<file path="src/design/fcts_pkg.sv">
`default_nettype none
// ----------------------------------------------------------------------------
// fcts_pkg
// Shared constants, codes and the pipeline context for the floor texel shader.
// ----------------------------------------------------------------------------
package fcts_pkg;

    // texture geometry
    localparam int TEX_SIZE    = 64;
    localparam int TEX_BITS    = $clog2(TEX_SIZE);
    localparam int TEX_COUNT   = 2;
    localparam int TEX_AREA    = TEX_SIZE * TEX_SIZE;
    localparam int STORE_DEPTH = TEX_COUNT * TEX_AREA;
    localparam int STORE_AW    = $clog2(STORE_DEPTH);

    // q8.16 word width and divider depth (one quotient bit per stage)
    localparam int Q_W        = 24;
    localparam int DIV_STAGES = Q_W;
    localparam logic [Q_W-1:0] Q_MAX = {Q_W{1'b1}};
    localparam logic [Q_W-1:0] Q_ONE = Q_W'(65536);

    // configuration register indexes
    typedef enum logic [1:0] {
        REG_SCREEN_HEIGHT  = 2'd0,
        REG_PLAYER_X       = 2'd1,
        REG_PLAYER_Y       = 2'd2,
        REG_TEXTURE_CHOICE = 2'd3
    } t_reg_index;

    // result status codes
    typedef enum logic [1:0] {
        ST_SHADED     = 2'd0,
        ST_NO_TEXTURE = 2'd1,
        ST_HORIZON    = 2'd2
    } t_status;

    // item context carried down the pipeline
    typedef struct packed {
        logic                mode;
        logic [11:0]         column;
        logic [9:0]          row;
        t_status             status;
        logic                side;
        logic                ray_x_positive;
        logic                ray_y_positive;
        logic [7:0]          map_x;
        logic [7:0]          map_y;
        logic [15:0]         wall_fraction;
        logic [Q_W-1:0]      wall_distance;
        logic [12:0]         load_address;
        logic [31:0]         load_word;
        logic [1:0]          tex_sel;
        logic                sat;
        logic [Q_W-1:0]      row_dist;
        logic [Q_W-1:0]      weight;
        logic [31:0]         px_wall;
        logic [31:0]         px_pos;
        logic [31:0]         py_wall;
        logic [31:0]         py_pos;
        logic [STORE_AW-1:0] taddr;
        logic [31:0]         texel;
    } t_ctx;

endpackage
`default_nettype wire

</file>
<file path="src/design/fcts_div.sv">
`default_nettype none
// ----------------------------------------------------------------------------
// fcts_div
// Pipelined restoring divider, one quotient bit per stage, 24 stages.
// The starting remainder must be below the divisor for a valid quotient.
// ----------------------------------------------------------------------------
module fcts_div
    import fcts_pkg::*;
(
    input  wire logic           i_clk,
    input  wire logic           i_en,
    input  wire logic [Q_W-1:0] i_rem,
    input  wire logic [Q_W-1:0] i_low,
    input  wire logic [Q_W-1:0] i_den,
    output logic      [Q_W-1:0] o_quo
);

    logic [Q_W-1:0] r_rem [DIV_STAGES];
    logic [Q_W-1:0] r_low [DIV_STAGES];
    logic [Q_W-1:0] r_den [DIV_STAGES];

    for (genvar k = 0; k < DIV_STAGES; k++) begin : g_stage
        logic [Q_W-1:0] rem_in;
        logic [Q_W-1:0] low_in;
        logic [Q_W-1:0] den_in;
        logic [Q_W:0]   trial;
        logic           ge;

        // stage inputs
        if (k == 0) begin : g_first
            assign rem_in = i_rem;
            assign low_in = i_low;
            assign den_in = i_den;
        end else begin : g_next
            assign rem_in = r_rem[k-1];
            assign low_in = r_low[k-1];
            assign den_in = r_den[k-1];
        end

        // shift in next dividend bit, compare and subtract
        assign trial = {rem_in, low_in[Q_W-1]};
        assign ge    = (trial >= {1'b0, den_in});

        always_ff @(posedge i_clk) begin
            if (i_en) begin
                r_rem[k] <= ge ? Q_W'(trial - {1'b0, den_in}) : trial[Q_W-1:0];
                r_low[k] <= {low_in[Q_W-2:0], ge};
                r_den[k] <= den_in;
            end
        end
    end

    assign o_quo = r_low[DIV_STAGES-1];

endmodule
`default_nettype wire

</file>
<file path="config.mk">
export PLATFORM = sky130hd
export DESIGN_NAME = fcts_div
export DESIGN_NICKNAME = d
export VERILOG_FILES = /design/src/design/fcts_pkg.sv /design/src/design/fcts_div.sv
export SDC_FILE = /design/constraint.sdc
export NUM_CORES = 2
export LEC_CHECK = 0
export BUFFER_PORTS_ARGS = -buffer_cell sky130_fd_sc_hd__buf_2
export CELL_PAD_IN_SITES_DETAIL_PLACEMENT = 1
export CELL_PAD_IN_SITES_GLOBAL_PLACEMENT = 2
export CORE_UTILIZATION = 45
export CTS_BUF_LIST = sky130_fd_sc_hd__clkbuf_4
export CTS_CLUSTER_DIAMETER = 120
export DETAILED_ROUTE_END_ITERATION = 12
export PLACE_DENSITY = 0.82
export SYNTH_ARGS = -nofsm -noshare
export SYNTH_HDL_FRONTEND = slang
export SYNTH_SLANG_ARGS = --single-unit
</file>
<file path="constraint.sdc">
create_clock -name i_clk -period 5.9 [get_ports i_clk]
set_clock_uncertainty 0.05 [all_clocks]
set_input_delay 0.295 -clock i_clk [delete_from_list [all_inputs] [get_ports i_clk]]
set_output_delay 0.295 -clock i_clk [all_outputs]
set_load 0.005 [all_outputs]
</file>
==> flow_summary.toml <==
[outcome]
status = "finished, final reports clean"

[run]
cap_viol_max_count = 0

[worst_setup_path]
critPathLaunchType = "primary input"
cp_slowest_stage_delay_ns = 0.87
path_class = "primary input to register"
crit_fanout = 24
cp-end-kind = "register"
crit_family = "buffers and inverters"
critPathBufInv = 7
arrival_ns = 6.36
crit_slowest_cell = "a2111oi_4"
crit_chain = "dlygate4sd3_1 > buf_2 > dlygate4sd3_1 > inv_1 > ha_1 > nor2b_1 > o21ai_0 > a21oi_1 > o31ai_1 > a2111o_1 > o211a_1 > a21oi_1 > a2111oi_4 > buf_4 > nand2_1 > dlygate4sd3_1 > o21ai_0 > dlygate4sd3_1"
required_ns = 7.04
cpMostUsedCell = "dlygate4sd3_1"

[cts]
clk_pin_slew_ns = 0.07
clk_latency_ns = 1.43
numClockSinks = 1680
h-tree-depth = 5
cts_tree = "done"
clockRootBuffer = "clkbuf_4"
cts_buffers = 459
cts_buffer_depth = 4
cts_setup_buffers = 0
ctsResizeCount = 0

[sta]
rsz0062_at_grt = "no"
max_freq_mhz = 192
hold_viol = 0
fin_crit_ns = 5.22
slew_headroom_pct = 23.9
drv_slew = 0
setup_viol = 0
whs_ns = 0.137
tightest_slew_ns = 1.14
fin_crit_sh_pct = 88.5
finalSetupTns_ns = 0

[min_path]
hold_class = "primary input to register"

[cells_and_area]
fin_nets = 8338
syn_to_final_growth_pct = 13.1
final_common_cell = "edfxtp_1"
drive_gt1_share_pct = 13.5
design_area_um2 = 96800
final_cell_mix = "edfxtp_1 (1680), inv_1 (746), clkbuf_4 (618)"

[global_routing]
antenna_found_initial = 4
grt_start_max_net_pins = 157
grt_pass1_vias = 59311
grt_pass1_wl_mm = 329
grt.overflow.total = 0
track_usage_pct = 21.8

[route]
routed-via-count = 56398
ant_nets = 0
drcViolationCount = 0
first_iter_violations = 3010
routed_wl_mm = 210
drtPass1Iterations = 5
wl_per_cell_um = 20.0
via_per_inst = 5.38

[floorplan]
initial_core_util_pct = 45.4
rows = 159
ioPinCount = 98
coreArea_um2 = 188000
die_area_um2 = 192000
fp.dieW_um = 438
chipHeight_um = 438

[placed_design]
routabilityCongestion = 0.879
place_area_um2 = 89200
port-buffer-count = 97
hpwl_mm = 153

[synthesis]
ys_async_sr_fraction_pct = 0
netlist_area_um2 = 85600
ys.flop_type = "edfxtp_1"
ys_seq_area_share_pct = 58.9
synth_cells = 6986
ys_ff_latch = 1680
syn_area_per_cell_um2 = 12.3
synth_cell_types = 93
syn_nets = 7659
yosysWarnings = 0
synth_edf_count = 1680

[power_and_ir_drop]
leakage_nw = 39.1
ir_drop_mv = 0.246
p_per_area_nw_per_um2 = 529
[registers in the layout (all words and copies together), names as in the netlist]
| register | count |
|---|---|
| r_den | 552 |
| r_low | 576 |
| r_rem | 552 |
[synth_stat cells (83+ instances only)]
library cell | count | area (µm²)
ha_1 | 576 | 7210
nand4_1 | 88 | 551
mux2_2 | 205 | 2310
nand3_1 | 106 | 531
a21oi_1 | 533 | 2670
o21ai_0 | 420 | 2100
xnor2_1 | 260 | 2280
a21o_1 | 223 | 1670
nand2_1 | 417 | 1570
nor2_1 | 413 | 1550
nor3_1 | 83 | 415
xor2_1 | 174 | 1520
nor2b_1 | 94 | 588
inv_1 | 746 | 2800
edfxtp_1 | 1680 | 50400
[layout make-up]
type	count	area (µm²)
Antenna cell	8	20.0
Clock buffer	618	4640
Clock inverter	166	831
Fill cell	19710	91600
Inverter	747	2800
Multi-Input combinational cell	4429	31900
Sequential cell	1680	50400
Tap cell	2495	3120
Timing Repair Buffer	348	3070
[worst min-delay path: stages]
cell and delay (ns):
dlygate4sd3_1 0.53, buf_2 0.13, inv_1 0.04, ha_1 0.19
a2111oi_4 0.12, inv_2 0.09
[report_power, final]
group | internal, mW | switching [mW]
clock network | 5.10 | 4.85
logic | 9.60 | 12.5
registers | 17.2 | 1.95
[path summary, 6_finish.rpt]
kind / depth (start not counted) / slack (ns) / start / end
max: 18 / 0.68 / i_low[23] / r_rem[0][4]$_DFFE_PP_
min reg2reg: 0 / 0.28 / r_low[1][98]$_DFFE_PP_ / r_low[1][123]$_DFFE_PP_
min: 6 / 0.14 / i_den[23] / r_low[0][0]$_DFFE_PP_
max reg2reg: 11 / 1.30 / r_rem[0][120]$_DFFE_PP_ / r_rem[0][163]$_DFFE_PP_
[cell families after synthesis]
logic type | synth area share [%]
and+or+nand+nor | 8.16
AOI/OAI and AO/OA | 12.4
muxes | 3.21
DFF | 58.9
adders and majority gates | 8.96
xor gates and xnor gates | 4.44
buffers and inverters | 3.95
[through the flow]
step	instances	setup WS, ns	utilization, %	power, mW
after floorplan	6986	2.55	-	34.8
after global placement	9486	1.55	47.3	40.5
after detailed placement	9486	1.41	47.3	41.2
after CTS	10483	1.25	51.4	51.6
after global routing	10491	0.633	51.4	54.8
final	10491	0.678	51.4	51.2
[per-layer routing]
metal | global-route usage (%) | share of wire (%) | vias up | routed length (µm)
met5 | 0 | 0 | - | 0
met4 | 9.20 | 3.6 | 0 | 7560
met3 | 3.32 | 3.3 | 414 | 6940
met2 | 37.8 | 50 | 1029 | 104000
met1 | 27.0 | 43 | 27598 | 91100
li1 | - | - | 27357 | -
[timing repair]
| action | CTS | global route |
|---|---|---|
| hold endpoints to repair | 1731 | 0 |
| setup endpoints to repair | 0 | 0 |
| hold buffers | 213 | 0 |
No activity file was read; power rests on OpenSTA's default activity.
